### config.mk
export PLATFORM = sky130hd
export DESIGN_NAME = rect_fill_engine_core
export DESIGN_NICKNAME = d
export VERILOG_FILES = /design/src/hw/rtl/rfe_pkg.sv /design/src/hw/rtl/rect_fill_engine_core.sv
export SDC_FILE = /design/constraint.sdc
export NUM_CORES = 1
export LEC_CHECK = 0
export BUFFER_PORTS_ARGS = -buffer_cell sky130_fd_sc_hd__buf_2
export CORE_MARGIN = 5
export CORE_UTILIZATION = 38
export DETAILED_ROUTE_END_ITERATION = 8
export PLACE_DENSITY = 0.56
export SLEW_MARGIN = 40
export SYNTH_ARGS = -nofsm -noshare
export SYNTH_HDL_FRONTEND = slang
export SYNTH_SLANG_ARGS = --single-unit
### constraint.sdc
create_clock -name clk -period 17.5 [get_ports clk]
set_input_delay 1.75 -clock clk [delete_from_list [all_inputs] [get_ports clk]]
set_output_delay 1.75 -clock clk [all_outputs]
set_load 0.02 [all_outputs]
### src/hw/rtl/rfe_pkg.sv
package rfe_pkg;

  // Default largest surface side; larger width/height values saturate to it when clipping
  localparam int MAX_DIMENSION_DEF = 4096;

  // Signed width wide enough for all clipping sums of 15-bit coordinates
  localparam int CALC_W = 18;

  localparam int FMT_W   = 4;
  localparam int SIZE_W  = 13;
  localparam int PITCH_W = 15;
  localparam int ADDR_W  = 32;
  localparam int DATA_W  = 32;
  localparam int COORD_IN_W = 15;
  localparam int KIND_W  = 3;
  localparam int BPP_W   = 3;
  localparam int CFG_IDX_W = 3;

  typedef logic [FMT_W-1:0]  fmt_t;
  typedef logic [KIND_W-1:0] kind_t;
  typedef logic [BPP_W-1:0]  bpp_t;
  typedef logic [CFG_IDX_W-1:0] cfg_idx_t;

  // Pixel formats
  localparam fmt_t FMT_INDEX8 = 4'd0;
  localparam fmt_t FMT_RGB565 = 4'd1;
  localparam fmt_t FMT_RGB24  = 4'd2;
  localparam fmt_t FMT_BGR24  = 4'd3;
  localparam fmt_t FMT_XRGB   = 4'd4;
  localparam fmt_t FMT_XBGR   = 4'd8;
  localparam fmt_t FMT_BGRA   = 4'd11;

  // Result kinds
  localparam kind_t KIND_STARTED     = 3'd0;
  localparam kind_t KIND_NOTHING     = 3'd1;
  localparam kind_t KIND_UNSUPPORTED = 3'd2;
  localparam kind_t KIND_PIXEL       = 3'd3;
  localparam kind_t KIND_IDLE_TICK   = 3'd4;
  localparam kind_t KIND_BUSY        = 3'd5;

  // Configuration register indexes
  localparam cfg_idx_t CFG_PIXEL_FORMAT   = 3'd0;
  localparam cfg_idx_t CFG_SURFACE_WIDTH  = 3'd1;
  localparam cfg_idx_t CFG_SURFACE_HEIGHT = 3'd2;
  localparam cfg_idx_t CFG_ROW_PITCH      = 3'd3;
  localparam cfg_idx_t CFG_BASE_ADDRESS   = 3'd4;

  // Bytes per pixel: 2, 3 or 4; zero marks an unsupported format
  localparam bpp_t BPP_NONE = 3'd0;
  localparam bpp_t BPP_16   = 3'd2;
  localparam bpp_t BPP_24   = 3'd3;
  localparam bpp_t BPP_32   = 3'd4;

  // Reset values of the configuration registers
  localparam fmt_t               FMT_RESET    = FMT_XRGB;
  localparam logic [SIZE_W-1:0]  WIDTH_RESET  = 13'd640;
  localparam logic [SIZE_W-1:0]  HEIGHT_RESET = 13'd480;
  localparam logic [PITCH_W-1:0] PITCH_RESET  = 15'd2560;
  localparam logic [ADDR_W-1:0]  BASE_RESET   = 32'd0;

  function automatic bpp_t bytes_for_format(fmt_t fmt);
    bpp_t b;
    case (fmt) inside
      FMT_RGB565:           b = BPP_16;
      FMT_RGB24, FMT_BGR24: b = BPP_24;
      [FMT_XRGB:FMT_BGRA]:  b = BPP_32;
      default:              b = BPP_NONE;
    endcase
    return b;
  endfunction

  // Lay out the color in memory byte order, first byte in bits 7:0
  function automatic logic [DATA_W-1:0] pack_color(fmt_t fmt, logic [DATA_W-1:0] c);
    logic [DATA_W-1:0] p;
    case (fmt) inside
      [FMT_XBGR:FMT_BGRA]: p = {c[31:24], c[7:0], c[15:8], c[23:16]};
      FMT_BGR24:           p = {8'h00, c[23:0]};
      FMT_RGB24:           p = {8'h00, c[7:0], c[15:8], c[23:16]};
      FMT_RGB565:          p = {16'h0000, c[15:0]};
      default:             p = c;
    endcase
    return p;
  endfunction

endpackage

### src/hw/rtl/rect_fill_engine_core.sv
// Rectangle fill engine: clips a start word to the surface, then emits one pixel write per tick.
// A word accepted lands in the input register; its result word is then presented from the
// result register (two register stages: input register, result register).
// Throughput: one word per cycle unless stalled; single multiply (row x pitch) in the result stage.
// Reset (rst_n low, synchronous): both stages empty, fill idle, registers at their defaults
// (xrgb, 640 x 480, pitch 2560, base 0).
module rect_fill_engine_core #(
  parameter int MAX_DIMENSION = rfe_pkg::MAX_DIMENSION_DEF
) (
  input  logic                                 clk,
  input  logic                                 rst_n,

  input  logic                                 in_valid,
  output logic                                 in_stall,
  input  logic                                 in_func,
  input  logic                                 in_whole_surface,
  input  logic signed [rfe_pkg::COORD_IN_W-1:0] in_rect_x,
  input  logic signed [rfe_pkg::COORD_IN_W-1:0] in_rect_y,
  input  logic signed [rfe_pkg::COORD_IN_W-1:0] in_rect_w,
  input  logic signed [rfe_pkg::COORD_IN_W-1:0] in_rect_h,
  input  logic        [rfe_pkg::DATA_W-1:0]    in_fill_color,

  output logic                                 out_valid,
  input  logic                                 out_stall,
  output logic        [rfe_pkg::KIND_W-1:0]    out_kind,
  output logic        [rfe_pkg::ADDR_W-1:0]    out_write_address,
  output logic        [rfe_pkg::DATA_W-1:0]    out_write_data,
  output logic        [rfe_pkg::BPP_W-1:0]     out_byte_count,
  output logic                                 out_last_pixel,

  input  logic                                 cfg_valid,
  output logic                                 cfg_ready,
  input  logic        [rfe_pkg::CFG_IDX_W-1:0] cfg_index,
  input  logic        [rfe_pkg::DATA_W-1:0]    cfg_data
);

  // Column/row positions hold values below MAX_DIMENSION; ends may reach it
  localparam int COORD_W = $clog2(MAX_DIMENSION);
  localparam int DIM_W   = $clog2(MAX_DIMENSION + 1);
  localparam int CALC_W  = rfe_pkg::CALC_W;
  localparam int PROD_W  = COORD_W + rfe_pkg::PITCH_W;

  // ---------------------------------------------------------------------------
  // Configuration registers. The port never pushes back.
  // ---------------------------------------------------------------------------
  rfe_pkg::fmt_t                      pixel_format_r;
  logic [rfe_pkg::SIZE_W-1:0]         surface_width_r;
  logic [rfe_pkg::SIZE_W-1:0]         surface_height_r;
  logic [rfe_pkg::PITCH_W-1:0]        row_pitch_r;
  logic [rfe_pkg::ADDR_W-1:0]         base_address_r;

  assign cfg_ready = 1'b1;

  always_ff @(posedge clk) begin
    if (!rst_n) begin
      pixel_format_r   <= rfe_pkg::FMT_RESET;
      surface_width_r  <= rfe_pkg::WIDTH_RESET;
      surface_height_r <= rfe_pkg::HEIGHT_RESET;
      row_pitch_r      <= rfe_pkg::PITCH_RESET;
      base_address_r   <= rfe_pkg::BASE_RESET;
    end else if (cfg_valid && cfg_ready) begin
      unique case (cfg_index)
        rfe_pkg::CFG_PIXEL_FORMAT:   pixel_format_r   <= cfg_data[rfe_pkg::FMT_W-1:0];
        rfe_pkg::CFG_SURFACE_WIDTH:  surface_width_r  <= cfg_data[rfe_pkg::SIZE_W-1:0];
        rfe_pkg::CFG_SURFACE_HEIGHT: surface_height_r <= cfg_data[rfe_pkg::SIZE_W-1:0];
        rfe_pkg::CFG_ROW_PITCH:      row_pitch_r      <= cfg_data[rfe_pkg::PITCH_W-1:0];
        rfe_pkg::CFG_BASE_ADDRESS:   base_address_r   <= cfg_data;
        default: ; // drop writes beyond the register list
      endcase
    end
  end

  // ---------------------------------------------------------------------------
  // Stage 1: input register. It drains whenever the result register can load,
  // so a new word is taken every cycle unless the result side is stalled.
  // ---------------------------------------------------------------------------
  logic                                  inq_valid_r;
  logic                                  inq_func_r;
  logic                                  inq_whole_r;
  logic signed [rfe_pkg::COORD_IN_W-1:0] inq_x_r, inq_y_r, inq_w_r, inq_h_r;
  logic        [rfe_pkg::DATA_W-1:0]     inq_color_r;

  logic advance;   // stage-1 word moves into the result register this edge
  logic out_valid_r;

  assign advance  = inq_valid_r && (!out_valid_r || !out_stall);
  assign in_stall = inq_valid_r && !advance;

  always_ff @(posedge clk) begin
    if (!rst_n) begin
      inq_valid_r <= 1'b0;
    end else if (!in_stall) begin
      inq_valid_r <= in_valid;
    end
  end

  always_ff @(posedge clk) begin
    if (in_valid && !in_stall) begin
      inq_func_r  <= in_func;
      inq_whole_r <= in_whole_surface;
      inq_x_r     <= in_rect_x;
      inq_y_r     <= in_rect_y;
      inq_w_r     <= in_rect_w;
      inq_h_r     <= in_rect_h;
      inq_color_r <= in_fill_color;
    end
  end

  // ---------------------------------------------------------------------------
  // Fill state. Updated only when a stage-1 word advances, so the next word
  // in stage 1 always sees the state left by its predecessor.
  // ---------------------------------------------------------------------------
  logic                          fill_active_r, fill_active_nxt;
  logic [COORD_W-1:0]            cur_col_r, cur_col_nxt;
  logic [COORD_W-1:0]            cur_row_r, cur_row_nxt;
  logic [COORD_W-1:0]            first_col_r, first_col_nxt;
  logic [DIM_W-1:0]              end_col_r, end_col_nxt;
  logic [DIM_W-1:0]              end_row_r, end_row_nxt;
  logic [rfe_pkg::DATA_W-1:0]    pattern_r, pattern_nxt;
  rfe_pkg::bpp_t                 pixel_bytes_r, pixel_bytes_nxt;

  // ---------------------------------------------------------------------------
  // Start path: clip the rectangle against the saturated surface size.
  // ---------------------------------------------------------------------------
  logic signed [CALC_W-1:0] max_dim;
  logic signed [CALC_W-1:0] sw, sh;
  logic signed [CALC_W-1:0] x0, y0, w0, h0;
  logic signed [CALC_W-1:0] x1, y1, w1, h1;
  logic signed [CALC_W-1:0] w2, h2;
  logic signed [CALC_W-1:0] x_end, y_end;
  logic                     clip_empty;
  rfe_pkg::bpp_t            start_bpp;

  always_comb begin
    max_dim = CALC_W'(MAX_DIMENSION);
    sw = signed'(CALC_W'(surface_width_r));
    sh = signed'(CALC_W'(surface_height_r));
    if (sw > max_dim) sw = max_dim;
    if (sh > max_dim) sh = max_dim;

    if (inq_whole_r) begin
      x0 = '0;
      y0 = '0;
      w0 = sw;
      h0 = sh;
    end else begin
      x0 = CALC_W'(inq_x_r);
      y0 = CALC_W'(inq_y_r);
      w0 = CALC_W'(inq_w_r);
      h0 = CALC_W'(inq_h_r);
    end

    // Pull a negative origin to zero, shrinking the extent by the same amount
    x1 = (x0 < 0) ? '0 : x0;
    w1 = (x0 < 0) ? w0 + x0 : w0;
    y1 = (y0 < 0) ? '0 : y0;
    h1 = (y0 < 0) ? h0 + y0 : h0;

    // Trim the far edge to the surface
    w2 = (x1 + w1 > sw) ? sw - x1 : w1;
    h2 = (y1 + h1 > sh) ? sh - y1 : h1;

    x_end = x1 + w2;
    y_end = y1 + h2;

    clip_empty = (w2 <= 0) || (h2 <= 0);
    start_bpp  = rfe_pkg::bytes_for_format(pixel_format_r);
  end

  // ---------------------------------------------------------------------------
  // Tick path: address of the current pixel and the raster step.
  // ---------------------------------------------------------------------------
  logic [rfe_pkg::PITCH_W-1:0] pitch_eff;
  logic [PROD_W-1:0]           row_offset;
  logic [rfe_pkg::ADDR_W-1:0]  col_offset;
  logic [rfe_pkg::ADDR_W-1:0]  pixel_addr;
  logic [DIM_W-1:0]            col_inc, row_inc;
  logic                        row_done, fill_done;

  always_comb begin
    // Round the pitch down to whole pixels for 16- and 32-bit layouts
    case (pixel_bytes_r)
      rfe_pkg::BPP_32: pitch_eff = {row_pitch_r[rfe_pkg::PITCH_W-1:2], 2'b00};
      rfe_pkg::BPP_16: pitch_eff = {row_pitch_r[rfe_pkg::PITCH_W-1:1], 1'b0};
      default:         pitch_eff = row_pitch_r;
    endcase

    row_offset = PROD_W'(cur_row_r) * PROD_W'(pitch_eff);

    case (pixel_bytes_r)
      rfe_pkg::BPP_16: col_offset = rfe_pkg::ADDR_W'(cur_col_r) << 1;
      rfe_pkg::BPP_24: col_offset = (rfe_pkg::ADDR_W'(cur_col_r) << 1)
                                    + rfe_pkg::ADDR_W'(cur_col_r);
      rfe_pkg::BPP_32: col_offset = rfe_pkg::ADDR_W'(cur_col_r) << 2;
      default:         col_offset = '0;
    endcase

    pixel_addr = base_address_r + rfe_pkg::ADDR_W'(row_offset) + col_offset;

    col_inc   = DIM_W'(cur_col_r) + DIM_W'(1);
    row_inc   = DIM_W'(cur_row_r) + DIM_W'(1);
    row_done  = (col_inc >= end_col_r);
    fill_done = row_done && (row_inc >= end_row_r);
  end

  // ---------------------------------------------------------------------------
  // Result and next-state selection.
  // ---------------------------------------------------------------------------
  rfe_pkg::kind_t              kind_nxt;
  logic [rfe_pkg::ADDR_W-1:0]  addr_nxt;
  logic [rfe_pkg::DATA_W-1:0]  data_nxt;
  rfe_pkg::bpp_t               count_nxt;
  logic                        last_nxt;

  always_comb begin
    fill_active_nxt = fill_active_r;
    cur_col_nxt     = cur_col_r;
    cur_row_nxt     = cur_row_r;
    first_col_nxt   = first_col_r;
    end_col_nxt     = end_col_r;
    end_row_nxt     = end_row_r;
    pattern_nxt     = pattern_r;
    pixel_bytes_nxt = pixel_bytes_r;

    kind_nxt  = rfe_pkg::KIND_IDLE_TICK;
    addr_nxt  = '0;
    data_nxt  = '0;
    count_nxt = '0;
    last_nxt  = 1'b0;

    if (!inq_func_r) begin
      if (fill_active_r) begin
        kind_nxt = rfe_pkg::KIND_BUSY;
      end else if (clip_empty) begin
        kind_nxt = rfe_pkg::KIND_NOTHING;
      end else if (start_bpp == rfe_pkg::BPP_NONE) begin
        kind_nxt = rfe_pkg::KIND_UNSUPPORTED;
      end else begin
        kind_nxt        = rfe_pkg::KIND_STARTED;
        fill_active_nxt = 1'b1;
        pattern_nxt     = rfe_pkg::pack_color(pixel_format_r, inq_color_r);
        pixel_bytes_nxt = start_bpp;
        first_col_nxt   = COORD_W'(x1);
        cur_col_nxt     = COORD_W'(x1);
        cur_row_nxt     = COORD_W'(y1);
        end_col_nxt     = DIM_W'(x_end);
        end_row_nxt     = DIM_W'(y_end);
      end
    end else if (fill_active_r) begin
      kind_nxt  = rfe_pkg::KIND_PIXEL;
      addr_nxt  = pixel_addr;
      data_nxt  = pattern_r;
      count_nxt = pixel_bytes_r;
      last_nxt  = fill_done;
      if (row_done) begin
        cur_col_nxt = first_col_r;
        cur_row_nxt = COORD_W'(row_inc);
        if (fill_done) fill_active_nxt = 1'b0;
      end else begin
        cur_col_nxt = COORD_W'(col_inc);
      end
    end
  end

  always_ff @(posedge clk) begin
    if (!rst_n) begin
      fill_active_r <= 1'b0;
    end else if (advance) begin
      fill_active_r <= fill_active_nxt;
    end
  end

  always_ff @(posedge clk) begin
    if (advance) begin
      cur_col_r     <= cur_col_nxt;
      cur_row_r     <= cur_row_nxt;
      first_col_r   <= first_col_nxt;
      end_col_r     <= end_col_nxt;
      end_row_r     <= end_row_nxt;
      pattern_r     <= pattern_nxt;
      pixel_bytes_r <= pixel_bytes_nxt;
    end
  end

  // ---------------------------------------------------------------------------
  // Stage 2: result register. Load on advance, hold while stalled.
  // ---------------------------------------------------------------------------
  rfe_pkg::kind_t              out_kind_r;
  logic [rfe_pkg::ADDR_W-1:0]  out_addr_r;
  logic [rfe_pkg::DATA_W-1:0]  out_data_r;
  rfe_pkg::bpp_t               out_count_r;
  logic                        out_last_r;

  always_ff @(posedge clk) begin
    if (!rst_n) begin
      out_valid_r <= 1'b0;
    end else if (advance) begin
      out_valid_r <= 1'b1;
    end else if (!out_stall) begin
      out_valid_r <= 1'b0;
    end
  end

  always_ff @(posedge clk) begin
    if (advance) begin
      out_kind_r  <= kind_nxt;
      out_addr_r  <= addr_nxt;
      out_data_r  <= data_nxt;
      out_count_r <= count_nxt;
      out_last_r  <= last_nxt;
    end
  end

  assign out_valid         = out_valid_r;
  assign out_kind          = out_kind_r;
  assign out_write_address = out_addr_r;
  assign out_write_data    = out_data_r;
  assign out_byte_count    = out_count_r;
  assign out_last_pixel    = out_last_r;

  // ---------------------------------------------------------------------------
  // Assertions
  // ---------------------------------------------------------------------------

  // The raster position stays inside the clipped rectangle while filling
  a_pos_in_rect: assert property (@(posedge clk) disable iff (!rst_n)
    fill_active_r |-> (DIM_W'(cur_col_r) < end_col_r) && (DIM_W'(cur_row_r) < end_row_r))
    else $error("raster position outside the clipped rectangle");

  // An active fill always carries a supported pixel size
  a_bpp_valid: assert property (@(posedge clk) disable iff (!rst_n)
    fill_active_r |-> (pixel_bytes_r == rfe_pkg::BPP_16) || (pixel_bytes_r == rfe_pkg::BPP_24)
                      || (pixel_bytes_r == rfe_pkg::BPP_32))
    else $error("active fill without a supported pixel size");

  // A fill starts only together with a fill-started result
  a_start_reported: assert property (@(posedge clk) disable iff (!rst_n)
    $rose(fill_active_r) |-> out_valid_r && (out_kind_r == rfe_pkg::KIND_STARTED))
    else $error("fill became active without a start result");

  // A fill ends only with a pixel write marked last
  a_end_marked: assert property (@(posedge clk) disable iff (!rst_n)
    $past(rst_n) && $fell(fill_active_r) |->
      out_valid_r && (out_kind_r == rfe_pkg::KIND_PIXEL) && out_last_r)
    else $error("fill ended without a last pixel write");

endmodule

* Yosys cells after proc, flatten, opt, wreduce, memory -nomap -nowiden *
Index checks and enable logic that the tools add are counted.
Widths: inputs -> output; s select.

word-level totals
  bits in registers = 342
  input bits = 134
  output and inout port bits = 74
  logic and storage cells = 145

operators by class
  add/subtract/negate cells = 13
  multipliers = 1
  order comparisons = 13
  equal/unequal tests = 16
  mux-type cells = 47
  bitwise gates (word level) = 4
  reduce and logical (&&, ||, !) cells = 24

operators with widths
  kind                   count
  $mux 18                10
  $mux 12                12
  $mux 32                4
  $add 18x18->18         4
  $pmux 14 s3            1
  $gt 18x18->1           2
  $le 18x1->1 const B    2
  $lt 18x1->1 const B    2
  $sub 14x18->18         2
  $add 32x27->32         1
  $add 32x32->32         1
  $mul 12x15->27         1
  $add 12x1->13 const B  2
  $add 13x13->13         2
  $ge 13x13->1           2
  $gt 13x13->1 const B   2
  $mux 13                2
  $mux 3                 6
  $add 13x12->14         1
  $eq 3x2->1 const B     4
  $reduce_and 2->1       6
  $reduce_and 5->1       2
  $mux 1                 9
  $eq 4x2->1 const B     2
  other kinds (17)       36

* Depth between registers and ports, before layout *
  depth after elaboration = 13
  mapped depth = 48
  mapped depth without buffers = 42

* Worst setup path after synthesis *
OpenSTA, ideal clock, no wires.

  path kind = reg-to-reg
  start = reg inq_whole_r
  end = reg end_col_r[12], data pin
  setup time = 259 ps
  arrival = 8403 ps
  data required time = 17241 ps
  slack = 8838 ps
  stages on the path, launching flop included = 46
  buffers on the path = 8
  clock period less this slack = 8662 ps
  cells stage by stage = edfxtp_1 -> buf_2 -> buf_4 -> buf_2 -> buf_2 -> buf_2 -> buf_1 -> nor2b_1 -> ha_1 -> fa_1 -> a211oi_1 -> o21a_2 -> o31ai_1 -> a21oi_1 -> xor2_1 -> a21oi_1 -> ha_1 -> or3_1 -> [... 10 more ...] -> a32oi_1 -> buf_6 -> buf_2 -> mux2i_1 -> ha_1 -> inv_1 -> fa_1 -> nor2b_1 -> o21ai_0 -> a21boi_0 -> o21ai_0 -> a21boi_0 -> o21ai_0 -> a21boi_0 -> o21ai_0 -> a21oi_1 -> xnor2_1 -> xnor2_1

on the way
  longest elaborated chain between the ends = 7
  elaborated cells on any way between the ends = 11
  classes of those cells = 4 x add/sub; 2 x order compare; 5 x mux

RTL lines
  what                                           RTL line                                                    RTL
  from (decl)                                    rect_fill_engine_core.sv:79                                 logic inq_whole_r;
  from (signal assigned)                         rect_fill_engine_core.sv:100                                inq_whole_r <= in_whole_surface;
  $mux 18                                        rect_fill_engine_core.sv:141                                if (inq_whole_r) begin
  $add 18x18->18 or $lt 18x1->1 (tied branches)  rect_fill_engine_core.sv:155, rect_fill_engine_core.sv:154
  $mux 18, on equally long branches              rect_fill_engine_core.sv:155, rect_fill_engine_core.sv:154
  $add 18x18->18                                 rect_fill_engine_core.sv:160                                w2 = (x1 + w1 > sw) ? sw - x1 : w1;
  $gt 18x18->1                                   rect_fill_engine_core.sv:160
  $mux 18                                        rect_fill_engine_core.sv:160
  $add 13x13->13 (*)                             rect_fill_engine_core.sv:163                                x_end = x1 + w2;
  named net x_end[12]                            rect_fill_engine_core.sv:130                                logic signed [CALC_W-1:0] x_end, y_end;
  to (signal assigned)                           rect_fill_engine_core.sv:278                                end_col_r <= end_col_nxt;
  to (decl)                                      rect_fill_engine_core.sv:117                                logic [DIM_W-1:0] end_col_r, end_col_nxt;

The timed path passes the listed nets; every way through them passes the cells marked *.
A chain may end at the register's enable or synchronous reset.

* Worst setup path in the final report *
Ends and elaborated chain as after synthesis.

==> results.yml <==
setup_path:
  path_class: "flop to flop"
  cp.arrival_ps: 9640
  crit_family: "compound AO/OA/AOI/OAI gates"
  critPathMaxStageDelay_ps: 630
  cpMaxStageDelayCell: "buf_4"
  worst-path-buf-inv: 4
  end_kind: "flop"
  critPathRequiredTime_ps: 17820
  crit_fanout: 70
  crit_top_cell: "o21ai_0"
  rrSetupSlack_ps: 8180
  critPathLaunchType: "flop"
grt:
  grt_overflow: 0
  antenna_found_initial: 2
  grt_pass1_vias: 20900
  grt_first_pass_wirelength_mm: 117
  grt_max_degree: 82
  grt_use_total_pct: 17.9
layout:
  fill_cells: 7325
  area_growth_pct: 12.0
  drive_gt1_share_pct: 11.2
  fin_nets: 3730
  finalInstanceArea_sq_um: 31900
timing:
  fin_crit_ps: 9320
  relSlewSlack_pct: 45.2
  period_share_pct: 53.2
  skew_ps: 22.9
  finalSetupViolCount: 0
  slew_violations: 0
  worstMarginPinSlew_ps: 822
  max_freq_ghz: 0.107
  hold_viol: 0
  tns_ps: 0
  rsz0062_at_grt: "false"
power_and_ir_drop:
  vdd_drop_max_mv: 0.0699
  p_leak_nw: 13.9
  p_per_area_nw_per_um2: 75.0
synthesis:
  ys.warnings.count: 0
  synth_cells: 2985
  seq_area_frac_synth_pct: 33.2
  synth_edf_count: 262
  synth-main-ff-cell: "edfxtp_1"
  syn_avg_cell_area_sq_um: 9.55
  yosysUniqueCellTypes: 92
  synth_seq_cells: 342
  netlist_area_sq_um: 28500
  async_reset_ff_share_pct: 0
  syn_nets: 3571
die:
  io_pins: 208
  core_sq_um: 74400
  rows: 100
  start_util_pct: 38.3
  die_h_microns: 284
  die_x_microns: 284
  die-area_sq_um: 80600
worst_hold_path:
  min_path_type: "flop to flop"
clock_tree:
  cts_tree: "yes"
  postCtsHoldBufs: 0
  clk_latency_ps: 600
  cts.path.max_buffers: 3
  cts_made_buffers: 42
  cts.repair.resized: 0
  htreeDepth: 2
  cts_sinks: 342
  cts_root_buf: "clkbuf_16"
  clk_pin_slew_worst_paths_ps: 60
  post_cts_buffers: 0
detailed_routing:
  vias: 21100
  routed_wl_mm: 73.7
  routedWlPerCell_microns: 17.8
  drt_first_pass_iters: 8
  via_per_inst: 5.09
  final_antenna_net_count: 0
  drc_errors: 0
  drt-initial-drc-count: 1253
placed_design:
  place_congestion: 0.919
  portBuffers: 206
  dp_hpwl_mm: 58.5
  postPlaceCellArea_sq_um: 30500
outcome:
  status: "complete, no violations"
run:
  max-cap-violations: 0
[logic make-up after synthesis]
logic type	after synthesis	share of synthesized area (%)
buffers and inverters	435	5.84
flip-flops	342	33.2
adder cells (fa/ha/maj)	452	24.5
XOR/XNOR	125	3.84
AND/OR/NAND/NOR	990	16.7
AO/OA/AOI/OAI	568	13.2
other	1	0.0132
multiplexers	72	2.71
[registers in the layout, indices dropped and copies added (netlist names), 13 cells and up]
signal and cells:
inq_w_r 15, surface_width_r 13, base_address_r 32, out_write_data 32, inq_x_r 15, surface_height_r 13, pattern_r 32, row_pitch_r 15
end_row_r 13, inq_y_r 15, inq_h_r 15, inq_color_r 32, end_col_r 13, out_write_address 32
[layout by cell type (no fill, tap or decap), types with 10 or more instances in the layout]
| master | netlist | final |
|---|---|---|
| o21a_1 | 29 | 29 |
| nor3_1 | 32 | 32 |
| o31ai_1 | 13 | 12 |
| mux2i_1 | 34 | 34 |
| edfxtp_1 | 262 | 262 |
| clkbuf_16 | 0 | 42 |
| and2_1 | 97 | 97 |
| inv_1 | 324 | 324 |
| nand3_1 | 37 | 37 |
| nand2_1 | 427 | 427 |
| o211ai_1 | 19 | 19 |
| a31oi_1 | 12 | 12 |
| mux2_2 | 34 | 34 |
| buf_2 | 13 | 206 |
| clkbuf_1 | 82 | 10 |
| a21boi_0 | 76 | 75 |
| a21oi_1 | 130 | 130 |
| and3_1 | 15 | 14 |
| a211oi_1 | 21 | 21 |
| xor2_1 | 36 | 36 |
| nand4_1 | 18 | 18 |
| nand2b_1 | 45 | 45 |
| buf_4 | 2 | 12 |
| nor2_1 | 149 | 146 |
| nor2b_1 | 108 | 106 |
| a21o_1 | 50 | 50 |
| dfxtp_1 | 80 | 80 |
| o21bai_1 | 19 | 19 |
| fa_1 | 176 | 176 |
| nor4_1 | 10 | 10 |
| o21ai_0 | 118 | 118 |
| o21ai_1 | 13 | 13 |
| ha_1 | 276 | 275 |
| xnor2_1 | 89 | 89 |
[layer usage]
layer | vias up | share of wire (%) | track usage, %
li1 | 10500 | - | -
met1 | 10100 | 49 | 25.9
met2 | 474 | 44 | 28.5
met3 | 91 | 5.2 | 2.69
met4 | 2 | 2.2 | 4.01
met5 | - | 0.018 | 0
[Yosys cell counts, types with 29 or more instances]
library cell,count,area [sq um]
nor2b_1,108,676
and2_1,97,607
inv_1,324,1220
mux2i_1,34,340
dfxtp_1,80,1600
fa_1,176,3520
xor2_1,36,315
nand2_1,427,1600
clkbuf_1,82,308
mux2_2,34,383
nand3_1,37,185
o21a_1,29,218
nor2_1,149,559
a21o_1,50,375
nor3_1,32,160
edfxtp_1,262,7870
ha_1,276,3450
o21ai_0,118,591
a21boi_0,76,571
nand2b_1,45,282
xnor2_1,89,780
a21oi_1,130,651
[through the flow]
step / total power (W) / std cells / util, % / hold WS (ps) / setup WS (ps)
floorplan: 0.00138 / 2985 / - / 400 / 8840
global placement: 0.00153 / 4065 / 40.9 / 400 / 8350
detailed placement: 0.00154 / 4067 / 41.0 / 405 / 8180
CTS: 0.00243 / 4143 / 42.8 / 417 / 8150
global route: 0.00254 / 4145 / 42.9 / 431 / 7290
finish: 0.00239 / 4147 / 42.9 / 420 / 8180
[report_power, final]
| group | leakage [nW] | total (W) | switching (W) | internal, W |
|---|---|---|---|---|
| registers | 3.13 | 0.000930 | 0.0000188 | 0.000911 |
| clock network | 0.662 | 0.000870 | 0.000367 | 0.000503 |
| logic | 10.2 | 0.000594 | 0.000345 | 0.000249 |
| total | 13.9 | 0.00239 | 0.000731 | 0.00166 |
[cell type report]
| type | instances | area (sq um) | share of cell area (%) |
|---|---|---|---|
| Multi-Input combinational cell | 2208 | 17400 | 54.5 |
| Antenna cell | 2 | 5.00 | 0.0157 |
| Inverter | 326 | 1220 | 3.83 |
| Tap cell | 969 | 1210 | 3.80 |
| Clock buffer | 55 | 1120 | 3.52 |
| Sequential cell | 342 | 9470 | 29.7 |
| Clock inverter | 21 | 255 | 0.800 |
| Timing Repair Buffer | 224 | 1220 | 3.83 |
[worst paths after layout]
| check | depth (start not counted) | start | endpoint |
|---|---|---|---|
| max | 39 | inq_whole_r | end_col_r[12] |
| max reg2reg | 39 | inq_whole_r | end_col_r[12] |
| min reg2reg | 0 | inq_color_r[12] | pattern_r[12] |
| min | 0 | inq_color_r[12] | pattern_r[12] |
No activity file was read; power rests on OpenSTA's default activity.
